### src/ffra_pkg.sv
// shared types, constants and codes of the first-fit range allocator
package ffra_pkg;

    localparam int INITIAL_SLOTS = 1024;
    localparam int MAX_SLOTS     = 65536;
    localparam int MAX_BLOCKS    = 64;

    localparam int SLOT_W = 16;
    localparam int CNT_W  = 17;
    localparam int CAP_W  = 17;
    localparam int IDX_W  = $clog2(MAX_BLOCKS);
    localparam int TOT_W  = $clog2(MAX_BLOCKS + 1);

    typedef enum logic [1:0] {
        STAT_OK         = 2'd0,
        STAT_GROWN      = 2'd1,
        STAT_CAP_LIMIT  = 2'd2,
        STAT_TABLE_FULL = 2'd3
    } status_t;

    typedef enum logic {
        CMD_ALLOC = 1'b0,
        CMD_FREE  = 1'b1
    } cmd_t;

    typedef struct packed {
        logic [CAP_W-1:0] blk_end;
        logic [CAP_W-1:0] blk_size;
    } ffra_entry_t;

    typedef struct packed {
        logic             we;
        logic [IDX_W-1:0] addr;
        ffra_entry_t      data;
    } ffra_wr_t;

endpackage

### src/ffra_table.sv
// free block table: single write port, one registered read port
module ffra_table
(
    input  logic                      clk,
    input  logic                      rst_n,
    input  logic [ffra_pkg::IDX_W-1:0] rd_addr,
    output ffra_pkg::ffra_entry_t     rd_data,
    input  ffra_pkg::ffra_wr_t        wr
);
    import ffra_pkg::*;

    ffra_entry_t mem [MAX_BLOCKS];
    ffra_entry_t mem_q_reg;
    logic        e0_valid_reg;
    logic        rd_init_reg;

    // entry 0 reads as the initial block until it is first written
    always_ff @(posedge clk or negedge rst_n)
    begin
        if (!rst_n)
        begin
            e0_valid_reg <= 1'b0;
            rd_init_reg  <= 1'b0;
        end
        else
        begin
            if (wr.we && wr.addr == '0)
            begin
                e0_valid_reg <= 1'b1;
            end
            rd_init_reg <= (rd_addr == '0) && !e0_valid_reg;
        end
    end

    always_ff @(posedge clk)
    begin
        if (wr.we)
        begin
            mem[wr.addr] <= wr.data;
        end
        mem_q_reg <= mem[rd_addr];
    end

    always_comb
    begin
        if (rd_init_reg)
        begin
            rd_data.blk_end  = CAP_W'(INITIAL_SLOTS);
            rd_data.blk_size = CAP_W'(INITIAL_SLOTS);
        end
        else
        begin
            rd_data = mem_q_reg;
        end
    end

endmodule

### src/first_fit_range_allocator.sv
// first-fit range allocator top level: request sequencer around the free block table
//
// A request is taken when start is high and busy is low; exactly one result
// follows, shown for a single cycle with done high, and it must be taken then
// since the receiver has no way to hold it. busy stays high for the whole
// request. With N free blocks in use, a request visits the table entry by
// entry, a read then a check of each entry, since the table read is
// registered; a plain allocate or free scans the table, removing a block
// adds a pass over the later entries, inserting one adds a search then a
// shift, and growth adds a step per capacity doubling. The worst case is
// reached by a free that joins its predecessor and then inserts. No
// clearing pass is needed after reset: only entries below the block count are
// ever read.
module first_fit_range_allocator
(
    input  logic                        clk,
    input  logic                        rst_n,
    input  logic                        start,
    output logic                        busy,
    input  logic                        cmd,
    input  logic [ffra_pkg::CNT_W-1:0]  slot_count,
    input  logic [ffra_pkg::SLOT_W-1:0] slot_index,
    output logic                        done,
    output logic [ffra_pkg::SLOT_W-1:0] first_slot,
    output logic [1:0]                  status,
    output logic [ffra_pkg::CAP_W-1:0]  capacity_now
);
    import ffra_pkg::*;

    typedef enum logic [3:0] {
        S_IDLE,
        S_SCAN_RD,
        S_SCAN_CK,
        S_GROW,
        S_GROW_END,
        S_FDEC,
        S_RM_RD,
        S_RM_WR,
        S_INS_RD,
        S_INS_CK,
        S_SH_RD,
        S_SH_WR,
        S_FIN
    } state_t;

    state_t             state_reg;
    logic               op_free_reg;
    logic [CNT_W-1:0]   cnt_reg;
    logic [CAP_W-1:0]   idx_reg;
    // one bit wider than a block end: a range may run far past the capacity
    logic [CAP_W:0]     key_reg;
    logic [CAP_W-1:0]   cap_reg;
    logic [CAP_W:0]     newcap_reg;
    logic [TOT_W-1:0]   total_reg;
    logic [TOT_W-1:0]   i_reg;
    logic [TOT_W-1:0]   k_reg;
    logic [TOT_W-1:0]   pos_reg;
    logic [TOT_W-1:0]   u_reg;
    logic               u_found_reg;
    logic [1:0]         hits_reg;
    ffra_entry_t        prev_reg;
    ffra_entry_t        cur_reg;
    ffra_entry_t        last_reg;
    ffra_entry_t        ins_reg;
    logic               ins_after_reg;
    logic [SLOT_W-1:0]  slot_reg;
    status_t            stat_reg;
    logic               done_reg;
    logic [SLOT_W-1:0]  first_slot_reg;
    status_t            status_reg;
    logic [CAP_W-1:0]   capacity_now_reg;

    logic [IDX_W-1:0]   rd_addr;
    ffra_entry_t        tbl_rd;
    ffra_wr_t           tbl_wr;

    // decision terms
    logic               fit;
    logic               exact;
    logic [CAP_W-1:0]   blk_off;
    logic [CAP_W:0]     dbl;
    logic [CAP_W:0]     added;
    logic [CAP_W:0]     dbl_added;
    logic               merge_last;
    logic               has_prev;
    logic               merge_prev;
    logic               merge_next;
    logic               exists;
    logic               table_full;
    logic [CAP_W-1:0]   prev_add;
    logic [TOT_W-1:0]   k_inc;
    logic [TOT_W-1:0]   k_dec;
    logic [TOT_W-1:0]   last_idx;

    ffra_table u_table
    (
        .clk     (clk),
        .rst_n   (rst_n),
        .rd_addr (rd_addr),
        .rd_data (tbl_rd),
        .wr      (tbl_wr)
    );

    always_comb
    begin
        fit        = tbl_rd.blk_size >= cnt_reg;
        exact      = tbl_rd.blk_size == cnt_reg;
        blk_off    = tbl_rd.blk_end - tbl_rd.blk_size;
        dbl        = {newcap_reg[CAP_W-1:0], 1'b0};
        added      = newcap_reg - {1'b0, cap_reg};
        dbl_added  = dbl - {1'b0, cap_reg};
        merge_last = (total_reg != '0) && (last_reg.blk_end == cap_reg);
        has_prev   = u_reg != '0;
        merge_prev = has_prev && (prev_reg.blk_end == idx_reg);
        merge_next = (u_reg < total_reg) &&
                     (key_reg[CAP_W-1:0] == (cur_reg.blk_end - cur_reg.blk_size));
        // a hit on the merged predecessor itself does not count
        exists     = (hits_reg != 2'd0) &&
                     !(merge_prev && (prev_reg.blk_end == key_reg[CAP_W-1:0]) &&
                       (hits_reg == 2'd1));
        table_full = total_reg >= TOT_W'(MAX_BLOCKS);
        prev_add   = merge_prev ? prev_reg.blk_size : '0;
        k_inc      = k_reg + TOT_W'(1);
        k_dec      = k_reg - TOT_W'(1);
        last_idx   = total_reg - TOT_W'(1);
    end

    // table port steering
    always_comb
    begin
        rd_addr     = i_reg[IDX_W-1:0];
        tbl_wr.we   = 1'b0;
        tbl_wr.addr = k_reg[IDX_W-1:0];
        tbl_wr.data = tbl_rd;
        case (state_reg)
            S_SCAN_RD:
            begin
                rd_addr = i_reg[IDX_W-1:0];
            end
            S_SCAN_CK:
            begin
                // shrink the first fitting block in place
                if (!op_free_reg && fit && !exact)
                begin
                    tbl_wr.we            = 1'b1;
                    tbl_wr.addr          = i_reg[IDX_W-1:0];
                    tbl_wr.data.blk_end  = tbl_rd.blk_end;
                    tbl_wr.data.blk_size = tbl_rd.blk_size - cnt_reg;
                end
            end
            S_GROW_END:
            begin
                if (merge_last)
                begin
                    tbl_wr.we            = 1'b1;
                    tbl_wr.addr          = last_idx[IDX_W-1:0];
                    tbl_wr.data.blk_end  = newcap_reg[CAP_W-1:0];
                    tbl_wr.data.blk_size = last_reg.blk_size + added[CAP_W-1:0] - cnt_reg;
                end
            end
            S_FDEC:
            begin
                if (key_reg <= {1'b0, cap_reg} && merge_next)
                begin
                    tbl_wr.we            = 1'b1;
                    tbl_wr.addr          = u_reg[IDX_W-1:0];
                    tbl_wr.data.blk_end  = cur_reg.blk_end;
                    tbl_wr.data.blk_size = cur_reg.blk_size + cnt_reg + prev_add;
                end
            end
            S_RM_RD:
            begin
                rd_addr = k_inc[IDX_W-1:0];
            end
            S_RM_WR:
            begin
                tbl_wr.we   = 1'b1;
                tbl_wr.addr = k_reg[IDX_W-1:0];
                tbl_wr.data = tbl_rd;
            end
            S_INS_RD:
            begin
                rd_addr = pos_reg[IDX_W-1:0];
            end
            S_SH_RD:
            begin
                rd_addr = k_dec[IDX_W-1:0];
                if (k_reg == pos_reg)
                begin
                    tbl_wr.we   = 1'b1;
                    tbl_wr.addr = pos_reg[IDX_W-1:0];
                    tbl_wr.data = ins_reg;
                end
            end
            S_SH_WR:
            begin
                tbl_wr.we   = 1'b1;
                tbl_wr.addr = k_reg[IDX_W-1:0];
                tbl_wr.data = tbl_rd;
            end
            default:
            begin
                rd_addr = i_reg[IDX_W-1:0];
            end
        endcase
    end

    // request sequencer
    always_ff @(posedge clk or negedge rst_n)
    begin
        if (!rst_n)
        begin
            state_reg        <= S_IDLE;
            total_reg        <= TOT_W'(1);
            cap_reg          <= CAP_W'(INITIAL_SLOTS);
            done_reg         <= 1'b0;
            first_slot_reg   <= '0;
            status_reg       <= STAT_OK;
            capacity_now_reg <= '0;
            op_free_reg      <= 1'b0;
            cnt_reg          <= '0;
            idx_reg          <= '0;
            key_reg          <= '0;
            newcap_reg       <= '0;
            i_reg            <= '0;
            k_reg            <= '0;
            pos_reg          <= '0;
            u_reg            <= '0;
            u_found_reg      <= 1'b0;
            hits_reg         <= '0;
            ins_after_reg    <= 1'b0;
            slot_reg         <= '0;
            stat_reg         <= STAT_OK;
        end
        else
        begin
            done_reg <= 1'b0;
            case (state_reg)
                S_IDLE:
                begin
                    if (start)
                    begin
                        op_free_reg <= cmd == CMD_FREE;
                        cnt_reg     <= slot_count;
                        idx_reg     <= {1'b0, slot_index};
                        key_reg     <= {2'b0, slot_index} + {1'b0, slot_count};
                        i_reg       <= '0;
                        u_found_reg <= 1'b0;
                        hits_reg    <= '0;
                        slot_reg    <= '0;
                        stat_reg    <= STAT_OK;
                        state_reg   <= S_SCAN_RD;
                    end
                end
                S_SCAN_RD:
                begin
                    if (i_reg == total_reg)
                    begin
                        if (op_free_reg)
                        begin
                            if (!u_found_reg)
                            begin
                                u_reg <= total_reg;
                            end
                            state_reg <= S_FDEC;
                        end
                        else
                        begin
                            newcap_reg <= {1'b0, cap_reg};
                            state_reg  <= S_GROW;
                        end
                    end
                    else
                    begin
                        state_reg <= S_SCAN_CK;
                    end
                end
                S_SCAN_CK:
                begin
                    if (!op_free_reg)
                    begin
                        if (fit)
                        begin
                            slot_reg <= blk_off[SLOT_W-1:0];
                            if (exact)
                            begin
                                k_reg         <= i_reg;
                                ins_after_reg <= 1'b0;
                                state_reg     <= S_RM_RD;
                            end
                            else
                            begin
                                state_reg <= S_FIN;
                            end
                        end
                        else
                        begin
                            last_reg  <= tbl_rd;
                            i_reg     <= i_reg + TOT_W'(1);
                            state_reg <= S_SCAN_RD;
                        end
                    end
                    else
                    begin
                        if (!u_found_reg)
                        begin
                            if (tbl_rd.blk_end > idx_reg)
                            begin
                                u_found_reg <= 1'b1;
                                u_reg       <= i_reg;
                                cur_reg     <= tbl_rd;
                            end
                            else
                            begin
                                prev_reg <= tbl_rd;
                            end
                        end
                        if (tbl_rd.blk_end == key_reg[CAP_W-1:0] && hits_reg != 2'd2)
                        begin
                            hits_reg <= hits_reg + 2'd1;
                        end
                        i_reg     <= i_reg + TOT_W'(1);
                        state_reg <= S_SCAN_RD;
                    end
                end
                S_GROW:
                begin
                    // one doubling per cycle
                    if (dbl > (CAP_W+1)'(MAX_SLOTS))
                    begin
                        stat_reg  <= STAT_CAP_LIMIT;
                        slot_reg  <= '0;
                        state_reg <= S_FIN;
                    end
                    else
                    begin
                        newcap_reg <= dbl;
                        if (dbl_added > {1'b0, cnt_reg})
                        begin
                            state_reg <= S_GROW_END;
                        end
                    end
                end
                S_GROW_END:
                begin
                    if (merge_last)
                    begin
                        slot_reg  <= SLOT_W'(last_reg.blk_end - last_reg.blk_size);
                        cap_reg   <= newcap_reg[CAP_W-1:0];
                        stat_reg  <= STAT_GROWN;
                        state_reg <= S_FIN;
                    end
                    else if (table_full)
                    begin
                        stat_reg  <= STAT_TABLE_FULL;
                        slot_reg  <= '0;
                        state_reg <= S_FIN;
                    end
                    else
                    begin
                        slot_reg         <= cap_reg[SLOT_W-1:0];
                        cap_reg          <= newcap_reg[CAP_W-1:0];
                        stat_reg         <= STAT_GROWN;
                        ins_reg.blk_end  <= newcap_reg[CAP_W-1:0];
                        ins_reg.blk_size <= added[CAP_W-1:0] - cnt_reg;
                        pos_reg          <= '0;
                        state_reg        <= S_INS_RD;
                    end
                end
                S_FDEC:
                begin
                    ins_reg.blk_end  <= key_reg[CAP_W-1:0];
                    ins_reg.blk_size <= cnt_reg + prev_add;
                    pos_reg          <= '0;
                    k_reg            <= u_reg - TOT_W'(1);
                    if (key_reg > {1'b0, cap_reg})
                    begin
                        state_reg <= S_FIN;
                    end
                    else if (merge_next)
                    begin
                        ins_after_reg <= 1'b0;
                        state_reg     <= merge_prev ? S_RM_RD : S_FIN;
                    end
                    else if (!merge_prev && !exists && table_full)
                    begin
                        stat_reg  <= STAT_TABLE_FULL;
                        state_reg <= S_FIN;
                    end
                    else if (merge_prev)
                    begin
                        ins_after_reg <= !exists;
                        state_reg     <= S_RM_RD;
                    end
                    else
                    begin
                        state_reg <= exists ? S_FIN : S_INS_RD;
                    end
                end
                S_RM_RD:
                begin
                    if (k_inc >= total_reg)
                    begin
                        total_reg <= total_reg - TOT_W'(1);
                        state_reg <= ins_after_reg ? S_INS_RD : S_FIN;
                    end
                    else
                    begin
                        state_reg <= S_RM_WR;
                    end
                end
                S_RM_WR:
                begin
                    k_reg     <= k_inc;
                    state_reg <= S_RM_RD;
                end
                S_INS_RD:
                begin
                    if (pos_reg == total_reg)
                    begin
                        k_reg     <= total_reg;
                        state_reg <= S_SH_RD;
                    end
                    else
                    begin
                        state_reg <= S_INS_CK;
                    end
                end
                S_INS_CK:
                begin
                    if (tbl_rd.blk_end < ins_reg.blk_end)
                    begin
                        pos_reg   <= pos_reg + TOT_W'(1);
                        state_reg <= S_INS_RD;
                    end
                    else
                    begin
                        k_reg     <= total_reg;
                        state_reg <= S_SH_RD;
                    end
                end
                S_SH_RD:
                begin
                    if (k_reg == pos_reg)
                    begin
                        total_reg <= total_reg + TOT_W'(1);
                        state_reg <= S_FIN;
                    end
                    else
                    begin
                        state_reg <= S_SH_WR;
                    end
                end
                S_SH_WR:
                begin
                    k_reg     <= k_dec;
                    state_reg <= S_SH_RD;
                end
                S_FIN:
                begin
                    done_reg         <= 1'b1;
                    first_slot_reg   <= slot_reg;
                    status_reg       <= stat_reg;
                    capacity_now_reg <= cap_reg;
                    state_reg        <= S_IDLE;
                end
                default:
                begin
                    state_reg <= S_IDLE;
                end
            endcase
        end
    end

    // prev, cur, last and insert payload need no reset
    assign busy         = state_reg != S_IDLE;
    assign done         = done_reg;
    assign first_slot   = first_slot_reg;
    assign status       = status_reg;
    assign capacity_now = capacity_now_reg;

endmodule

### config.mk
export PLATFORM = sky130hd
export DESIGN_NAME = first_fit_range_allocator
export DESIGN_NICKNAME = d
export VERILOG_FILES = /design/src/ffra_pkg.sv /design/src/ffra_table.sv /design/src/first_fit_range_allocator.sv
export SDC_FILE = /design/constraint.sdc
export NUM_CORES = 2
export LEC_CHECK = 0
export BUFFER_PORTS_ARGS = -buffer_cell sky130_fd_sc_hd__buf_4
export CAP_MARGIN = 10
export CELL_PAD_IN_SITES_DETAIL_PLACEMENT = 1
export CELL_PAD_IN_SITES_GLOBAL_PLACEMENT = 1
export CORE_MARGIN = 2
export CORE_UTILIZATION = 40
export DETAILED_ROUTE_END_ITERATION = 16
export GPL_TIMING_DRIVEN = 0
export PLACE_DENSITY_LB_ADDON = 0.1
export SYNTH_ARGS = -nofsm -noshare
export SYNTH_HDL_FRONTEND = slang
export SYNTH_SLANG_ARGS = --single-unit
### constraint.sdc
create_clock -name clk -period 19.2 [get_ports clk]
set_input_delay 0.96 -clock clk [delete_from_list [all_inputs] [get_ports clk]]
set_output_delay 0.96 -clock clk [all_outputs]
set_load 0.01 [all_outputs]
* Word-level counts from Yosys, hierarchy flattened
Memories as Yosys holds them, arrays and structs flattened. A register that Yosys moved wholly into a read port is not among the register bits.
Index checks and enable logic that the tools add are counted.
** Word-level totals
- Register bits :: 321
- Bits of input ports :: 37
- RAM bits :: 2176
- Memories :: 1
** Memory list
- u_table.mem :: depth 64, width 34, read ports 1, clocked after memory_dff 1, wr ports 1, line ffra_table.sv:12 : ffra_entry_t mem [MAX_BLOCKS];
** Operators by class
- Eq/ne operators :: 52
- $add $sub $neg :: 21
- $lt $le $gt $ge :: 10
- Reduce and logical (&&, ||, !) cells :: 56
- Mux-type cells :: 97
- Bitwise logic cells :: 4
** Operators with widths (count)
- $pmux 41 s5 :: 1
- $mux 41 :: 4
- $mux 7 :: 19
- $mux 17 :: 6
- $mux 34 :: 3
- $mux 16 :: 6
- $eq 17x17->1 :: 5
- $sub 17x17->17 :: 5
- $add 17x17->17 :: 4
- $pmux 34 s2 :: 1
- $pmux 16 s4 :: 1
- $mux 4 :: 13
- $ne 2x2->1 const B :: 26
- $pmux 4 s12 :: 1
- $pmux 7 s2 :: 3
- $pmux 7 s6 :: 1
- $gt 18x17->1 :: 2
- $pmux 17 s2 :: 1
- $sub 16x16->16 :: 2
- $add 7x1->7 const B :: 4
- $mux 2 :: 11
- $eq 7x7->1 :: 3
- $pmux 7 s3 :: 1
- $sub 7x1->7 const B :: 3
- other kinds (41) :: 114

* Logic depth before layout (Yosys ltp)
- Depth after elaboration :: 13
- Depth in mapped cells :: 23
- Mapped depth without buffers :: 23

* By module
A second synthesis with hierarchy kept.
** Unflattened totals
- Cell total of the unflattened synthesis :: 7101
- Area, all modules :: 111854.8 um^2
** By module, submodules not included
- ffra_table :: area an instance 84528.6 um^2, times used 1, cells each 4001, sequential area each 66073.4 um^2
- first_fit_range_allocator :: area an instance 27326.2 um^2, times used 1, cells each 3100, sequential area each 8665.8 um^2

* Least setup slack after synthesis
Ideal clock, no wire load.
- Path kind :: reg-to-reg
- Start :: reg cur_reg[0] (netlist bit)
- End :: mem u_table.mem[0][21] (netlist bit), data pin
- Period minus slack after synthesis :: 7.750 ns
- Stages on the path, launching flop included :: 15
- Arrival time :: 6.742 ns
- Setup slack :: 11.450 ns
- Path through :: edfxtp_1 ha_1 fa_1 nor2b_1 o2111ai_2 a31oi_1 o21ai_0 nand4_1 or3_1 clkbuf_1 or3_1 buf_6 a21oi_1 clkbuf_1 o311ai_0
** RTL lines
- start: declaration :: line first_fit_range_allocator.sv:62 : ffra_entry_t cur_reg;
- start signal: assignment :: line first_fit_range_allocator.sv:311 : cur_reg <= tbl_rd;
- end: declaration :: line ffra_table.sv:12

==> Flow_metrics.wiki <==
{| class="wikitable"
! Metric !! Value
|-
| Leakage component of the power || ~48 nW
|-
| Post-detailed-route DRC marker count || 0
|-
| Part of the power in combinational logic || roughly half
|-
| Clock tree from TritonCTS || done
|-
| Main combinational cell family by area after synthesis || simple AND/OR/NAND/NOR gates
|-
| Count of buffers added by post-CTS timing repair for setup || 0
|-
| Area added between synthesis and finish || 17.9%
|-
| Post-synthesis share of cell area spent on xor and xnor gates || under 10%
|-
| Internal power component || 13.8 mW
|-
| X dimension of the die || between 500 and 600 um
|-
| Final Slew Violations || 14
|-
| Level count of the clock H-tree || 5
|-
| Worst supply voltage drop on vdd || about 0.0001 V
|-
| Most common cell after layout, fill and taps aside || sky130_fd_sc_hd__nand2_1
|-
| Latest clock arrival within the worst-skew pair || 0.94 ns
|-
| Core Box Area || 282,000 um2
|-
| Setup repair after global routing missed its margin || no
|-
| Hold violation total from the final report || 0
|-
| Netlist area before placement || roughly 110,000 um2
|-
| Clock transition at the registers of the reported paths || around 0.050 ns
|-
| Post-synthesis simple-gate area fraction || around 16%
|-
| Post-detailed-route via-to-cell ratio || roughly 6.3
|-
| Initial standard-cell utilization of the core || 40.2%
|-
| Number of violations reported at the end of detailed-routing iteration 0 || about 12,000
|-
| Routed Wire Length || 540,000 um
|-
| Reg with most FFs || u_table.mem
|-
| Mean instance size in the synthesized netlist || about 12 um2
|-
| WP data required || approximately 20 ns
|-
| Number of hold buffers added after cts || 0
|-
| Maximum fanout along the worst path || 28
|-
| Post-layout net count || approximately 11,000
|-
| Number of setup violations in the final report || 0
|-
| Total congestion overflow || 0
|-
| Transition at the pin with the smallest max-transition slack || roughly 1.6 ns
|-
| Synth Register Bits || approximately 2,500
|-
| Hold Path Class || in -> async
|-
| Worst setup path class || reg -> reg
|-
| Total CTS buffers || around 290
|-
| Post-synthesis net count || ~10,000
|-
| Post-layout utilization of the core || ~47%
|-
| Clock root cell || sky130_fd_sc_hd__clkbuf_16
|-
| Wire length of the first global-routing pass || around 730,000 um
|-
| Worst relative slew slack || -6.71%
|-
| Kind of capture point of the worst setup path || flip-flop
|-
| Standard-cell row count || 195
|-
| Power share of the sequential group || 29.2%
|-
| Setup tns final || 0 ns
|-
| Sequential fraction of the synthesis area || about two thirds
|-
| Top-level I/O count || 74
|-
| Net Switching || approximately 13 mW
|-
| Die footprint || 288,000 um2
|-
| Resized Gates After CTS || 0
|-
| Fraction of layout cells with a size suffix above 1 || roughly a tenth
|-
| Number of detailed-routing iterations run before antenna repair || 8
|-
| Power density over cell area || 198 nW/um2
|-
| Average wire length per cell after detail routing || 38.0 um
|-
| Number of max-cap violations || 1
|-
| Switching Share || ~48%
|-
| Overall fraction of global-route tracks in use || approximately 37%
|-
| Maximum clock skew at final layout || 0.0581 ns
|-
| Number of inserted filler cells in the final layout || 29,200
|-
| HPWL after detailed placement || roughly 410,000 um
|-
| Top flip-flop cell by instance count after synthesis || sky130_fd_sc_hd__edfxtp_1
|-
| Final period utilization || between 40% and 50%
|-
| Post-Syn Instances || 9,542
|-
| Number of antenna violations at the first check in global routing || 38
|-
| WP data arrival || 10.31 ns
|-
| Achievable frequency || 104 MHz
|-
| Clock Power Share || between 20% and 30%
|-
| CTS max path bufs || 4
|-
| Post-Synth Adder-Cell Area || 3.66%
|-
| Largest net degree at the start of global routing || between 100 and 150
|-
| Number of warning messages in the yosys log || 0
|-
| Min Tclk post-route || ~9.6 ns
|-
| Commonest non-fill, non-tap cells in the layout || 2,378 x sky130_fd_sc_hd__nand2_1, 2,312 x sky130_fd_sc_hd__edfxtp_1, 1,038 x sky130_fd_sc_hd__nand3_1
|-
| Result of the run || complete, but fails checks
|-
| Via total after detailed routing || 88,900
|-
| CTS sink cnt || around 2,500
|-
| Async set-or-reset flop fraction in the synthesized netlist || under 10%
|-
| Violations in the final reports || max-capacitance violations, max-slew violations
|-
| Number of port buffers || 73
|-
| Total Power Consumption || about 26 mW
|-
| Setup crit start kind || flip-flop
|-
| Chip height || between 500 and 600 um
|-
| Synth Area in Compound Gates || slightly above 8%
|-
| Antenna-violating nets left || 0
|-
| Number of synthesized flops with an enable pin || approximately 2,300
|-
| Worst hold slack after final layout || 0.0293 ns
|-
| Multiplexer share of the synthesized area || roughly 1.2%
|-
| Max reg flops || 2,176
|-
| Routability cong. || 0.988
|-
| Count of distinct cell types in the synthesized netlist || 97
|-
| Number of global-route vias before repair || between 80,000 and 90,000
|}
-- critical path: stages, from the launching register on --
cell and delay [ns]:
sky130_fd_sc_hd__dfrtp_1 0.51, sky130_fd_sc_hd__inv_1 0.22, sky130_fd_sc_hd__ha_1 0.23, sky130_fd_sc_hd__nand3b_1 0.48, sky130_fd_sc_hd__nand4_1 0.19, sky130_fd_sc_hd__nor4_2 0.79
sky130_fd_sc_hd__buf_6 0.25, sky130_fd_sc_hd__clkbuf_1 0.67, sky130_fd_sc_hd__and2_1 0.27, sky130_fd_sc_hd__fa_1 0.47, sky130_fd_sc_hd__ha_1 0.30, sky130_fd_sc_hd__a21o_1 0.21
sky130_fd_sc_hd__a21o_1 0.23, sky130_fd_sc_hd__a2111oi_0 1.20, sky130_fd_sc_hd__nor3_1 0.29, sky130_fd_sc_hd__a2111oi_0 0.52, sky130_fd_sc_hd__nor3_1 0.17, sky130_fd_sc_hd__xor2_1 0.65
sky130_fd_sc_hd__nand2_1 0.12, sky130_fd_sc_hd__nand3_1 0.14, sky130_fd_sc_hd__nand2_1 0.11, sky130_fd_sc_hd__a21oi_4 0.73, sky130_fd_sc_hd__buf_12 0.29, sky130_fd_sc_hd__buf_12 0.23
-- logic make-up (layout without fill, tap and decap cells) --
group                    Yosys count  in the layout
flip-flops                      2531           2531
other                              0             19
XOR/XNOR                         270            270
AND/OR/NAND/NOR                 4205           4205
adder cells (fa/ha/maj)          307            307
AO/OA/AOI/OAI                   1319           1319
buffers and inverters            810           1696
multiplexers                     100            100
-- synthesized netlist by cell type, types with 14 or more instances --
master | count | area share (%)
sky130_fd_sc_hd__xor2_1 | 115 | 0.89
sky130_fd_sc_hd__o21ai_0 | 227 | 1.0
sky130_fd_sc_hd__or2_2 | 14 | 0.077
sky130_fd_sc_hd__fa_1 | 42 | 0.74
sky130_fd_sc_hd__a222oi_1 | 30 | 0.26
sky130_fd_sc_hd__a21boi_0 | 14 | 0.093
sky130_fd_sc_hd__ha_1 | 265 | 2.9
sky130_fd_sc_hd__a311oi_1 | 331 | 2.6
sky130_fd_sc_hd__buf_1 | 78 | 0.26
sky130_fd_sc_hd__dfxtp_1 | 34 | 0.60
sky130_fd_sc_hd__clkbuf_1 | 485 | 1.6
sky130_fd_sc_hd__nand2_1 | 2385 | 7.9
sky130_fd_sc_hd__mux4_2 | 27 | 0.54
sky130_fd_sc_hd__nor2_1 | 269 | 0.89
sky130_fd_sc_hd__buf_2 | 20 | 0.088
sky130_fd_sc_hd__inv_1 | 218 | 0.72
sky130_fd_sc_hd__a2111oi_0 | 18 | 0.14
sky130_fd_sc_hd__nand4_1 | 47 | 0.26
sky130_fd_sc_hd__nand2b_1 | 41 | 0.23
sky130_fd_sc_hd__nor2b_1 | 38 | 0.21
sky130_fd_sc_hd__a221oi_1 | 32 | 0.25
sky130_fd_sc_hd__dfrtp_1 | 183 | 4.0
sky130_fd_sc_hd__mux2_2 | 58 | 0.58
sky130_fd_sc_hd__nand3_1 | 1041 | 4.6
sky130_fd_sc_hd__and2_1 | 28 | 0.15
sky130_fd_sc_hd__a31oi_1 | 85 | 0.47
sky130_fd_sc_hd__o21bai_1 | 14 | 0.093
sky130_fd_sc_hd__xnor2_1 | 155 | 1.2
sky130_fd_sc_hd__nor3_1 | 75 | 0.33
sky130_fd_sc_hd__edfxtp_1 | 2312 | 61
sky130_fd_sc_hd__nor4_1 | 30 | 0.17
sky130_fd_sc_hd__o21a_1 | 44 | 0.29
sky130_fd_sc_hd__o211ai_1 | 20 | 0.13
sky130_fd_sc_hd__a211oi_1 | 17 | 0.11
sky130_fd_sc_hd__a21oi_1 | 266 | 1.2
sky130_fd_sc_hd__a21o_1 | 60 | 0.40
sky130_fd_sc_hd__and3_1 | 169 | 0.93
sky130_fd_sc_hd__or3_1 | 21 | 0.12
sky130_fd_sc_hd__mux2i_1 | 15 | 0.13
-- metrics by stage --
step                      cells  setup WS (ns)  area [um2]
after floorplan            9542          11.45      113000
after global placement    13400          -2.43      119000
after detailed placement  13600           10.0      125000
after CTS                 14200           9.95      134000
after global routing      14200           9.85      134000
final                     14200           9.63      134000
-- final cells by class --
cell class	count	area, um2	share of cell area [%]
buffer	589	2280	1.70
clock inverter	149	1230	0.922
tap	3743	4680	3.50
antenna	19	47.5	0.0355
sequential	2531	74700	55.9
multi-input combinational	6201	36600	27.4
timing repair buffer	371	5520	4.12
inverter	221	830	0.620
clock buffer	366	7840	5.86
-- power by group through the flow --
stage	clock network, mW	logic [mW]	registers [mW]
5_1_grt	5.69	13.5	7.75
2_1_floorplan	0	5.52	7.92
3_3_place_gp	0	11.4	8.40
3_5_place_dp	0	12.7	7.83
6_report	5.47	13.2	7.73
4_1_cts	5.50	12.7	7.72
-- metal layers --
| metal | global-route usage, % | wire length (um) |
|---|---|---|
| met1 | 46.9 | 204000 |
| met2 | 57.0 | 241000 |
| met3 | 7.03 | 51300 |
| met4 | 25.3 | 43800 |
| met5 | 0 | 84 |
-- final timing paths --
path	start	endpoint	slack [ns]	cells after the start
hold / removal	rst_n	idx_reg[10]	0.03	1
setup / recovery	u_reg[1]	u_table.mem[4][12]	9.63	23
setup reg to reg	u_reg[1]	u_table.mem[4][12]	9.63	23
min in group clk	slot_index[13]	idx_reg[13]	0.28	3
max in group asynchronous	rst_n	pos_reg[0]	17.97	2
hold reg to reg	ins_after_reg	ins_after_reg	0.48	2
No activity file was read; power rests on OpenSTA's default activity.
